### src/design/spd_pkg.sv
`default_nettype none

package spd_pkg;

	// SLIP special characters.
	localparam logic [7:0] CHAR_END     = 8'hc0;
	localparam logic [7:0] CHAR_ESC     = 8'hdb;
	localparam logic [7:0] CHAR_ESC_END = 8'hdc;
	localparam logic [7:0] CHAR_ESC_ESC = 8'hdd;

	localparam logic [15:0] MAX_LENGTH_RESET = 16'd512;

	// Configuration register indexes.
	localparam logic CFG_FRAME_MODE = 1'b0;
	localparam logic CFG_MAX_LENGTH = 1'b1;

	// Framing modes.
	localparam logic MODE_LENGTH = 1'b0;
	localparam logic MODE_SLIP   = 1'b1;

	// Result queue depth; a byte can produce at most two results.
	localparam int unsigned FIFO_DEPTH = 4;
	localparam int unsigned PTR_W      = $clog2(FIFO_DEPTH);
	localparam int unsigned LEVEL_W    = $clog2(FIFO_DEPTH + 1);

	typedef enum logic {
		PH_SYNC,
		PH_FRAME
	} phase_t;

	typedef struct packed {
		logic [7:0] data;
		logic       valid;
		logic       fend;
		logic       lerr;
	} result_t;

	// Results produced by one stream byte.
	typedef struct packed {
		logic [1:0] count;
		result_t    r0;
		result_t    r1;
	} push_t;

	// Queue status seen by the framing stage.
	typedef struct packed {
		logic               room;
		logic [LEVEL_W-1:0] level;
	} fifo_status_t;

endpackage

`default_nettype wire

### src/design/spd_core.sv
`default_nettype none

module spd_core (
	input  wire logic                  clk,
	input  wire logic                  arst_n,
	input  wire logic                  in_valid,
	input  wire logic [7:0]            in_byte,
	output logic                       in_stall,
	input  wire logic                  room,
	input  wire logic                  frame_mode,
	input  wire logic [15:0]           max_length,
	input  wire logic                  clear,
	output spd_pkg::push_t             push
);

	logic            valid_s1;
	logic [7:0]      byte_s1;

	spd_pkg::phase_t phase_q, phase_d;
	logic [1:0]      hc_q, hc_d;
	logic [23:0]     acc_q, acc_d;
	logic [15:0]     rem_q, rem_d;
	logic            esc_q, esc_d;
	logic            nonempty_q, nonempty_d;

	logic            step;
	logic [31:0]     len;
	logic [15:0]     rem_dec;

	assign in_stall = valid_s1 && !room;
	assign step     = valid_s1 && room;
	assign len      = {acc_q, byte_s1};
	assign rem_dec  = rem_q - 16'd1;

	always_ff @(posedge clk or negedge arst_n) begin
		if (!arst_n) begin
			valid_s1 <= 1'b0;
		end else if (!in_stall) begin
			valid_s1 <= in_valid;
		end
	end

	always_ff @(posedge clk) begin
		if (!in_stall) begin
			byte_s1 <= in_byte;
		end
	end

	always_ff @(posedge clk or negedge arst_n) begin
		if (!arst_n) begin
			phase_q    <= spd_pkg::PH_SYNC;
			hc_q       <= 2'd0;
			acc_q      <= 24'd0;
			rem_q      <= 16'd0;
			esc_q      <= 1'b0;
			nonempty_q <= 1'b0;
		end else if (clear) begin
			phase_q    <= spd_pkg::PH_SYNC;
			hc_q       <= 2'd0;
			acc_q      <= 24'd0;
			rem_q      <= 16'd0;
			esc_q      <= 1'b0;
			nonempty_q <= 1'b0;
		end else if (step) begin
			phase_q    <= phase_d;
			hc_q       <= hc_d;
			acc_q      <= acc_d;
			rem_q      <= rem_d;
			esc_q      <= esc_d;
			nonempty_q <= nonempty_d;
		end
	end

	always_comb begin
		phase_d    = phase_q;
		hc_d       = hc_q;
		acc_d      = acc_q;
		rem_d      = rem_q;
		esc_d      = esc_q;
		nonempty_d = nonempty_q;
		push       = '0;

		if (frame_mode == spd_pkg::MODE_LENGTH) begin
			if (phase_q == spd_pkg::PH_SYNC) begin
				if (hc_q != 2'd3) begin
					acc_d = len[23:0];
					hc_d  = hc_q + 2'd1;
				end else begin
					hc_d  = 2'd0;
					acc_d = 24'd0;
					// The whole 32-bit header is compared, so a set top bit fails too.
					if (len == 32'd0 || len > {16'd0, max_length}) begin
						push.count   = 2'd1;
						push.r0.lerr = 1'b1;
					end else begin
						rem_d   = len[15:0];
						phase_d = spd_pkg::PH_FRAME;
					end
				end
			end else begin
				rem_d          = rem_dec;
				push.count     = 2'd1;
				push.r0.data   = byte_s1;
				push.r0.valid  = 1'b1;
				push.r0.fend   = (rem_dec == 16'd0);
				if (rem_dec == 16'd0) begin
					phase_d = spd_pkg::PH_SYNC;
				end
			end
		end else begin
			if (phase_q == spd_pkg::PH_SYNC) begin
				// Hunting for the first END; everything before it is dropped.
				if (byte_s1 == spd_pkg::CHAR_END) begin
					phase_d    = spd_pkg::PH_FRAME;
					esc_d      = 1'b0;
					nonempty_d = 1'b0;
				end
			end else if (byte_s1 == spd_pkg::CHAR_END) begin
				// A pending escape is flushed as data ahead of the frame end.
				if (esc_q) begin
					push.count    = 2'd2;
					push.r0.data  = spd_pkg::CHAR_ESC;
					push.r0.valid = 1'b1;
					push.r1.fend  = 1'b1;
				end else if (nonempty_q) begin
					push.count    = 2'd1;
					push.r0.fend  = 1'b1;
				end
				esc_d      = 1'b0;
				nonempty_d = 1'b0;
			end else if (esc_q) begin
				nonempty_d    = 1'b1;
				push.count    = 2'd1;
				push.r0.valid = 1'b1;
				push.r0.data  = spd_pkg::CHAR_ESC;
				esc_d         = 1'b0;
				if (byte_s1 == spd_pkg::CHAR_ESC_END) begin
					push.r0.data = spd_pkg::CHAR_END;
				end else if (byte_s1 == spd_pkg::CHAR_ESC_ESC) begin
					push.r0.data = spd_pkg::CHAR_ESC;
				end else if (byte_s1 == spd_pkg::CHAR_ESC) begin
					// The second ESC stays pending.
					esc_d = 1'b1;
				end else begin
					// Unknown escape: both bytes go through untouched.
					push.count    = 2'd2;
					push.r1.data  = byte_s1;
					push.r1.valid = 1'b1;
				end
			end else if (byte_s1 == spd_pkg::CHAR_ESC) begin
				esc_d = 1'b1;
			end else begin
				push.count    = 2'd1;
				push.r0.data  = byte_s1;
				push.r0.valid = 1'b1;
				nonempty_d    = 1'b1;
			end
		end

		if (!step) begin
			push.count = 2'd0;
		end
	end

endmodule

`default_nettype wire

### src/design/spd_fifo.sv
`default_nettype none

module spd_fifo (
	input  wire logic                  clk,
	input  wire logic                  arst_n,
	input  wire spd_pkg::push_t        push,
	output spd_pkg::fifo_status_t      status,
	output logic                       out_valid,
	input  wire logic                  out_stall,
	output spd_pkg::result_t           head
);

	spd_pkg::result_t                  mem_q [spd_pkg::FIFO_DEPTH];
	logic [spd_pkg::PTR_W-1:0]         wr_ptr_q;
	logic [spd_pkg::PTR_W-1:0]         rd_ptr_q;
	logic [spd_pkg::LEVEL_W-1:0]       level_q;
	logic                              pop;
	logic [spd_pkg::PTR_W-1:0]         wr_ptr_p1;

	assign out_valid    = (level_q != '0);
	assign pop          = out_valid && !out_stall;
	assign head         = mem_q[rd_ptr_q];
	assign wr_ptr_p1    = wr_ptr_q + spd_pkg::PTR_W'(1);
	// Room for the worst case of two results, judged on the registered level only.
	assign status.room  = (level_q <= spd_pkg::LEVEL_W'(spd_pkg::FIFO_DEPTH - 2));
	assign status.level = level_q;

	always_ff @(posedge clk) begin
		if (push.count != 2'd0) begin
			mem_q[wr_ptr_q] <= push.r0;
		end
		if (push.count == 2'd2) begin
			mem_q[wr_ptr_p1] <= push.r1;
		end
	end

	always_ff @(posedge clk or negedge arst_n) begin
		if (!arst_n) begin
			wr_ptr_q <= '0;
			rd_ptr_q <= '0;
			level_q  <= '0;
		end else begin
			wr_ptr_q <= wr_ptr_q + spd_pkg::PTR_W'(push.count);
			if (pop) begin
				rd_ptr_q <= rd_ptr_q + spd_pkg::PTR_W'(1);
			end
			level_q <= level_q + spd_pkg::LEVEL_W'(push.count)
				- spd_pkg::LEVEL_W'(pop);
		end
	end

endmodule

`default_nettype wire

### src/design/stream_packet_deframer.sv
// Stream packet deframer. Received stream bytes enter one word per cycle on the
// in channel and recovered packet bytes leave on the out channel. With frame_mode
// 0 every packet is preceded by a four-byte big-endian length; a length of zero or
// above max_length yields a single word with length_error set, after which a fresh
// header is expected, and otherwise the body bytes are passed on with frame_end on
// the last. With frame_mode 1 the stream is SLIP: bytes before the first END are
// dropped, body bytes are unescaped, and an END closing a nonempty frame yields a
// word with byte_valid 0 and frame_end 1. A byte is taken into an input register
// and decoded from there into at most two result words, which go into a four-entry
// result queue once it has room for two; the first word is offered on the out
// channel in the cycle after its byte is decoded. The block accepts one byte every
// cycle as long as the queue is drained; a byte that yields two words (an unknown
// escape, or an escape just before END) takes longer to leave, as the out channel
// moves one word per cycle while out_stall is low. Writing frame_mode restarts
// framing from the header or the hunt for END; writing max_length affects only
// headers completed afterwards.

`default_nettype none

module stream_packet_deframer (
	input  wire logic        clk,
	input  wire logic        arst_n,

	input  wire logic        cfg_we,
	input  wire logic        cfg_index,
	input  wire logic [15:0] cfg_data,

	input  wire logic        in_valid,
	output logic             in_stall,
	input  wire logic [7:0]  in_byte,

	output logic             out_valid,
	input  wire logic        out_stall,
	output logic [7:0]       out_byte,
	output logic             byte_valid,
	output logic             frame_end,
	output logic             length_error
);

	logic                  frame_mode_q;
	logic [15:0]           max_length_q;
	logic                  clear;
	spd_pkg::push_t        push;
	spd_pkg::fifo_status_t status;
	spd_pkg::result_t      head;

	// Configuration registers. A write to frame_mode also clears the framing state.
	assign clear = cfg_we && (cfg_index == spd_pkg::CFG_FRAME_MODE);

	always_ff @(posedge clk or negedge arst_n) begin
		if (!arst_n) begin
			frame_mode_q <= spd_pkg::MODE_LENGTH;
			max_length_q <= spd_pkg::MAX_LENGTH_RESET;
		end else if (cfg_we) begin
			unique case (cfg_index)
				spd_pkg::CFG_FRAME_MODE: frame_mode_q <= cfg_data[0];
				spd_pkg::CFG_MAX_LENGTH: max_length_q <= cfg_data;
				default:                 frame_mode_q <= frame_mode_q;
			endcase
		end
	end

	// Input register and the framing decoder.
	spd_core u_core (
		.clk        (clk),
		.arst_n     (arst_n),
		.in_valid   (in_valid),
		.in_byte    (in_byte),
		.in_stall   (in_stall),
		.room       (status.room),
		.frame_mode (frame_mode_q),
		.max_length (max_length_q),
		.clear      (clear),
		.push       (push)
	);

	// Result queue that parts the decoder from the output handshake.
	spd_fifo u_fifo (
		.clk       (clk),
		.arst_n    (arst_n),
		.push      (push),
		.status    (status),
		.out_valid (out_valid),
		.out_stall (out_stall),
		.head      (head)
	);

	assign out_byte     = head.data;
	assign byte_valid   = head.valid;
	assign frame_end    = head.fend;
	assign length_error = head.lerr;

	// The queue never holds more words than it has entries.
	a_level_bound: assert property (@(posedge clk) disable iff (!arst_n)
		status.level <= spd_pkg::LEVEL_W'(spd_pkg::FIFO_DEPTH))
		else $error("result queue overfilled");

	// A length error word never carries packet data.
	a_lerr_clean: assert property (@(posedge clk) disable iff (!arst_n)
		out_valid && length_error |-> !byte_valid && !frame_end && out_byte == 8'd0)
		else $error("length error word carries data");

	// A frame end without data only comes from SLIP framing.
	a_bare_end_slip: assert property (@(posedge clk) disable iff (!arst_n)
		out_valid && frame_end && !byte_valid |-> frame_mode_q == spd_pkg::MODE_SLIP
			&& out_byte == 8'd0)
		else $error("bare frame end outside SLIP mode");

	// Nothing is pushed into the queue while it lacks room for two words.
	a_no_push_full: assert property (@(posedge clk) disable iff (!arst_n)
		!status.room |-> push.count == 2'd0)
		else $error("push into a full result queue");

endmodule

`default_nettype wire

### config.mk
export PLATFORM = sky130hd
export DESIGN_NAME = stream_packet_deframer
export DESIGN_NICKNAME = d
export VERILOG_FILES = /design/src/design/spd_pkg.sv /design/src/design/spd_core.sv /design/src/design/spd_fifo.sv /design/src/design/stream_packet_deframer.sv
export SDC_FILE = /design/constraint.sdc
export NUM_CORES = 1
export LEC_CHECK = 0
export ABC_AREA = 1
export BUFFER_PORTS_ARGS = -buffer_cell sky130_fd_sc_hd__buf_2
export CORE_MARGIN = 2
export CORE_UTILIZATION = 61
export DETAILED_ROUTE_END_ITERATION = 10
export PLACE_DENSITY = 0.83
export REMOVE_ABC_BUFFERS = 1
export SLEW_MARGIN = 0
export SYNTH_ARGS = -nofsm -noshare
export SYNTH_HDL_FRONTEND = slang
export SYNTH_SLANG_ARGS = --single-unit
### constraint.sdc
create_clock -name clk -period 3.3 [get_ports clk]
set_clock_uncertainty 0.2 [all_clocks]
set_input_delay 0.495 -clock clk [delete_from_list [all_inputs] [get_ports clk]]
set_output_delay 0.495 -clock clk [all_outputs]
set_load 0.05 [all_outputs]
==> metrics, run 1 <==
DR WL/cell=around 18 um; top_reg_cell synth=dfrtp_1; Hold Path Cell Cnt=3; CTS tree=done; actual slew at the worst max-slew pin=0.930 ns; largest cells by area after synthesis=dfrtp_1, edfxtp_1, nand2_1, o22ai_1, inv_1; Worst EP arrival=3.03 ns; met2 Use GR=about half; largest net degree at the start of global routing=37; Post-CTS Resized=0; layout cells sized above 1=13.1%; first drt pass iteration count=7; Reg clk slew, reported paths=0.05 ns; most frequent cells in the layout=nand2_1, inv_1, nor2_1; Initial Util=63.3%; Final Critical Period=3.05 ns; endpoint of the worst hold path=max_length_q[6]; slowest stage delay, CP=0.52 ns; Yosys warnings=0; port bufs=42; Leak Pwr=3.47 nW; htree depth=4; crit path cell chain=ha_1 -> nand2_1 -> nor2_1 -> nand2_1 -> nand2_1 -> nand2_1 -> nand2_1 -> nand2_1 -> nand2_1 -> nand2_1 -> nand2_1 -> nand2_2 -> nand2_4 -> nand2_2 -> nand2_1; Rows=37; crit path setup slack, layout=0.251 ns; commonest non-fill, non-tap cell in the layout=nand2_1; I/O pin total=43; Psw=between 3 and 4 mW; reg2reg path depth=15; area leader, netlist=dfrtp_1; latest clock arrival within the worst-skew pair=0.54 ns; Yosys reg bits=122; status=completed; placed cells=about 930; final std cells w/o fill=978; Horiz. Die Dim=about 110 um; setup TNS=0 ns; antenna-violating nets left=0; r2r startpoint=u_core.byte_s1[7]; Layout Utilization=73.4%; met1 GRT Util=44.2%; Final HPWL DP=12.0 mm; Crit path max-delay family=simple AND/OR/NAND/NOR gates; FMAX=0.328 GHz; r2r setup slk=approximately 0.25 ns; CTS Buf Count=17; terminus of the critical flop-to-flop path=u_fifo.mem_q[0][7]; Die ar.=11700 um^2; WL final=approximately 18 mm; Post-synth ARST share=57.4%; die height=108 um; DRC Markers=0; top-area cell type share of the netlist area=26.2%; Setup CP Type=reg -> reg; Crit. End Element=flip-flop; final setup violation count=0; maxcap violations=0; # fillers=between 600 and 700; GPL Wtd Cong=0.978; Area Growth Syn to Fin=16.0%; Mapped Cells=771; Seq pwr share=33.6%; vias=roughly 6000; Max stage delay cell, worst path=edfxtp_1; Worst EP required=between 3 and 4 ns; sw frac=43.9%; CP most frequent cell=nand2_1; gr busiest metal=met2; CP max FO=14; EDFF count, synth=48; Synth Cell Area=6590 um^2; CP Launch Type=flip-flop; Post-CTS Setup Bufs=0; first-pass GRT wire length=slightly below 30 mm; overflow left after global routing=0; initial DRC count=912; initial antenna violation count=0; clk root buf=clkbuf_8; peak supply drop=0.000760 V; Final Max Slew Viols=0; Sink Count=122; Int Power=4.04 mW; worst relative slew slack=37.9%; crit path buf inv count=0; Worst Hold Class=in -> reg; worst slack at placement=roughly 0.35 ns; Netlist cell types=43; mean post-synth cell area=8.55 um^2; Clock Power Share=24.8%; Seq/Total Area, Yosys=just under 50%; power density cells=around 940 nW/um^2; HP Start=cfg_data[6]; Period Utilization, post-route=between 90% and 100%; Core Region=10400 um^2; Antenna Cells=0; final hold violation count=0; vias in the first global route=between 5000 and 6000; Comb power frac=41.6%; Vias/cell=6.07; Max Root-Sink Buffers=2; GRT Total Usage=33.0%; fin nets=883; RSZ-0062 raised after global routing=no; met3 Resource Use GR=8.68%
==> power by group through the flow <==
| stage | Sequential [mW] | Clock (mW) | Combinational [mW] |
|---|---|---|---|
| finish | 2.42 | 1.79 | 3.00 |
| global route | 2.47 | 1.86 | 3.28 |
| CTS | 2.40 | 1.80 | 2.93 |
| detailed placement | 2.42 | 0 | 2.85 |
| global placement | 2.40 | 0 | 2.74 |
| floorplan | 2.31 | 0 | 2.13 |
==> area by class of cell <==
class                   instances  area (um^2)  area share [%]
well taps                     136          170            2.22
flip-flops and latches        122         3270            42.8
inverters                     115          434            5.68
multi-input cells             507         2750            35.9
repair buffers                 66          445            5.82
clock inverters                 6         57.6           0.752
clock buffers                  26          520            6.80
==> logic make-up (layout without fill, tap and decap cells) <==
family	count (synthesis)	after routing	synth area share, %
XOR/XNOR	9	9	1.20
adder cells (fa/ha/maj)	24	24	4.67
flip-flops	122	122	49.7
AO/OA/AOI/OAI	187	187	16.0
buffers and inverters	142	213	8.67
multiplexers	1	1	0.171
AND/OR/NAND/NOR	286	286	19.6
==> layer usage <==
metal	routed length (um)	up-vias
li1	-	2738
met3	1810	71
met4	550	0
met1	7110	2757
met5	0	-
met2	8250	374
==> Yosys cell counts, drive strengths merged, types with 2 or more instances <==
cell type  count
o211ai         8
o21bai         2
nand3         36
clkbuf        14
or2            2
edfxtp        48
o22ai         66
nand2        126
nor3           8
a21oi         41
xnor2          3
nor2          95
inv          115
nand4         14
xor2           6
nor4           4
dfrtp         69
dfxtp          4
ha            23
o21ai         66
buf           13
==> registers in the layout, indices dropped and copies added, names as in the netlist <==
| name | count |
|---|---|
| u_fifo.level_q | 3 |
| u_core.rem_q | 16 |
| u_core.nonempty_q | 1 |
| max_length_q | 16 |
| u_fifo.wr_ptr_q | 2 |
| u_core.phase_q | 1 |
| u_fifo.rd_ptr_q | 2 |
| u_core.hc_q | 2 |
| u_core.esc_q | 1 |
| u_core.acc_q | 24 |
| u_core.valid_s1 | 1 |
| u_core.byte_s1 | 8 |
| frame_mode_q | 1 |
| u_fifo.mem_q | 44 |
==> per-stage QoR <==
step / instance area (um^2) / total power [mW] / hold WS (ns)
2_1_floorplan: 6460 / 4.44 / -0.000591
3_3_place_gp: 6900 / 5.14 / 0.264
3_5_place_dp: 6900 / 5.27 / 0.250
4_1_cts: 7650 / 7.13 / 0.000969
5_1_grt: 7650 / 7.62 / 0.0370
6_report: 7650 / 7.20 / 0.0225
==> how the worst max path moves through the flow <==
stage	startpoint	endpoint	slack [ns]	depth (start not counted)
3_3_place_gp	u_core.byte_s1[7]	u_fifo.mem_q[0][4]	0.49	15
3_5_place_dp	u_core.byte_s1[7]	u_fifo.mem_q[0][10]	0.35	15
2_1_floorplan	cfg_we	u_core.acc_q[18]	0.38	8
5_1_grt	max_length_q[9]	u_core.rem_q[8]	0.03	15
6_report	u_core.byte_s1[7]	u_fifo.mem_q[0][7]	0.25	15
4_1_cts	u_core.byte_s1[7]	u_fifo.mem_q[0][10]	0.31	15
==> timing repair <==
item	CTS	global route
endpoints found under the hold margin	49	0
hold buffers	17	0
setup endpoints to repair	0	0
==> worst register-to-register path, delay by kind of cell (launching register included) <==
kind | cells | cell delay [ns]
fa+ha+maj | 1 | 0.36
flops | 1 | 0.52
simple gates | 14 | 1.61
Note: power is estimated with default switching activity, not from simulation.
==> run 2: changes to the inputs <==
- PLACE_DENSITY: 0.83 -> 0.8
==> metrics, run 2 (same netlist as run 1, synthesis figures left out) <==
FMAX=0.325 GHz (-0.83%); maxcap violations=0 (unchanged); Max Root-Sink Buffers=2 (unchanged); Largest regs=u_fifo.mem_q: 44 flops, u_core.acc_q: 24 flops; CTS tree=done; status=completed; CP Launch Type=flip-flop; CP max FO=14 (unchanged); Core Region=10400 um^2 (unchanged); fin nets=877 (-0.68%); WL final=17.7 mm (-0.39%); antenna-violating nets left=0 (unchanged); Setup CP Type=reg -> reg; Final Max Slew Viols=0 (unchanged); Period Utilization, post-route=93.2% (+0.77 points); total power=7.36 mW (+2.1%); Crit. End Element=flip-flop; DRC Markers=0 (unchanged); Sink Count=122 (unchanged); die height=108 um (unchanged); CTS Buf Count=17 (unchanged); Comb power frac=40.6% (-1.0 points); Post-CTS Setup Bufs=0 (unchanged); crit path cell chain=ha_1 -> nand2_1 -> nor2_1 -> nand2_1 -> nand2_1 -> nand2_1 -> nand2_1 -> nand2_1 -> nand2_1 -> nand2_1 -> nand2_1 -> nand2_2 -> nand2_4 -> nand2_2 -> nand2_1; sw frac=43.0% (-0.95 points); slowest stage delay, CP=0.55 ns (+0.03 ns); area of the multi-input gates=2750 um^2 (unchanged); vias in the first global route=5804 (+1.0%); Final Critical Period=3.07 ns (+0.0255 ns); largest net degree at the start of global routing=71 (+92%); Horiz. Die Dim=108 um (unchanged); I/O pin total=43 (unchanged); Initial Util=63.3% (unchanged); actual slew at the worst max-slew pin=0.939 ns (+0.00891 ns); latest clock arrival within the worst-skew pair=0.54 ns (about the same); GPL Wtd Cong=0.977 (about the same); Leak Pwr=3.47 nW (about the same); Worst EP required=3.29 ns (about the same); Worst EP arrival=3.06 ns (+0.03 ns); # fillers=769 (+10%); vias=5875 (-1.1%); flip-flop and latch area=3270 um^2 (unchanged); overflow left after global routing=0 (unchanged); Vias/cell=6.04 (-0.59%); htree depth=4 (unchanged); Rows=37 (unchanged); Crit path max-delay family=simple AND/OR/NAND/NOR gates; WL met2=8.23 mm (-0.21%); Max Used Layer=met4; Seq pwr share=32.7% (-0.9 points); first-pass GRT wire length=28.9 mm (about the same); power density cells=963 nW/um^2 (+2.3%); Area Growth Syn to Fin=15.8%; initial DRC count=818 (-10%); most frequent cells in the layout=nand2_1, inv_1, nor2_1; WL met1=7.30 mm (+2.6%); worst relative slew slack=37.3% (-0.60 points); commonest non-fill, non-tap cell in the layout=nand2_1; clk root buf=clkbuf_8; setup TNS=0 ns (unchanged); Max stage delay cell, worst path=edfxtp_1; port bufs=42 (unchanged); Psw=3.16 mW (about the same); CP most frequent cell=nand2_1; Final HPWL DP=12.4 mm (+3.4%); RSZ-0062 raised after global routing=no; DR WL/cell=18.1 um (+0.12%); final setup violation count=0 (unchanged); Largest register FFs=44 (unchanged); peak supply drop=0.000725 V (-4.5%); Worst Hold Class=in -> reg; crit path buf inv count=0 (unchanged); WL met3=1.75 mm (-3.6%); GRT Total Usage=32.9% (-0.087 points); Int Power=4.20 mW (+3.8%); final hold violation count=0 (unchanged); first drt pass iteration count=8 (+1); Die ar.=11700 um^2 (unchanged); Reg clk slew, reported paths=0.06 ns (about the same); initial antenna violation count=1 (+1); Clock Power Share=26.7% (+1.9 points); layout cells sized above 1=13.3% (+0.21 points); Reg with most FFs=u_fifo.mem_q
## run 2: cell types whose count changed in the layout (fill, tap and decap cells not counted), moves of 2 or more
cell | previous run | this run
clkinv_2 | 4 | 1
clkbuf_8 | 4 | 6
dlygate4sd3_1 | 17 | 10
bufinv_16 | 1 | 3
## run 2: worst paths after layout
| check | cells after the start | to | from | slack [ns] |
|---|---|---|---|---|
| hold / removal | 3 | max_length_q[11] | cfg_data[11] | 0.006 |
| hold reg to reg | 2 | u_fifo.mem_q[1][0] | u_fifo.mem_q[1][0] | 0.26 |
| min in group asynchronous | 3 | u_core.rem_q[12] | arst_n | 0.31 |
| setup / recovery | 15 | u_fifo.mem_q[0][5] | u_core.byte_s1[7] | 0.23 |
| setup reg to reg | 15 | u_fifo.mem_q[0][5] | u_core.byte_s1[7] | 0.23 |
| max in group asynchronous | 3 | max_length_q[9] | arst_n | 2.25 |
## run 2: routing by layer
layer	track usage (%)	vias to the layer above
li1	-	2738
met1	45.1	2745
met2	51.8	355
met3	7.72	37
met4	11.9	0
met5	0	-
## run 2: area by class of cell
cell class	instances	share of cell area, %
Sequential cell	122	42.9
Inverter	115	5.68
Clock inverter	5	1.36
Tap cell	136	2.23
Antenna cell	1	0.0328
Clock buffer	27	6.85
Multi-Input combinational cell	507	36.0
Timing Repair Buffer	60	5.01
## run 2: worst min-delay path, stage by stage
cell and delay (ns):
buf_2 0.08, nor2_1 0.03, a21oi_1 0.10
## run 2: power by group through the flow
stage               sequential (mW)  combinational, mW  clock, mW
CTS                            2.39               2.93       1.96
global route                   2.46               3.29       2.03
finish                         2.41               2.99       1.96
detailed placement             2.42               2.89          0
floorplan                      2.31               2.13          0
global placement               2.40               2.78          0
## run 2: timing repair
item | in CTS | in global routing
endpoints found under the hold margin | 78 | 0
hold buffers | 10 | 0
resized for setup | 0 | 0
## run 2: metrics by stage
| step | setup slack [ns] | hold slack (ns) | std cells | area (um^2) | util [%] |
|---|---|---|---|---|---|
| after detailed placement | 0.291 | 0.249 | 930 | 6910 | 66.3 |
| after floorplan | 0.381 | -0.000591 | 744 | 6460 | - |
| after CTS | 0.274 | 0.00524 | 972 | 7640 | 73.3 |
| final | 0.225 | 0.00563 | 973 | 7640 | 73.3 |
| after global placement | 0.425 | 0.259 | 930 | 6910 | 66.3 |
| after global routing | 0.00896 | 0.0183 | 972 | 7640 | 73.3 |
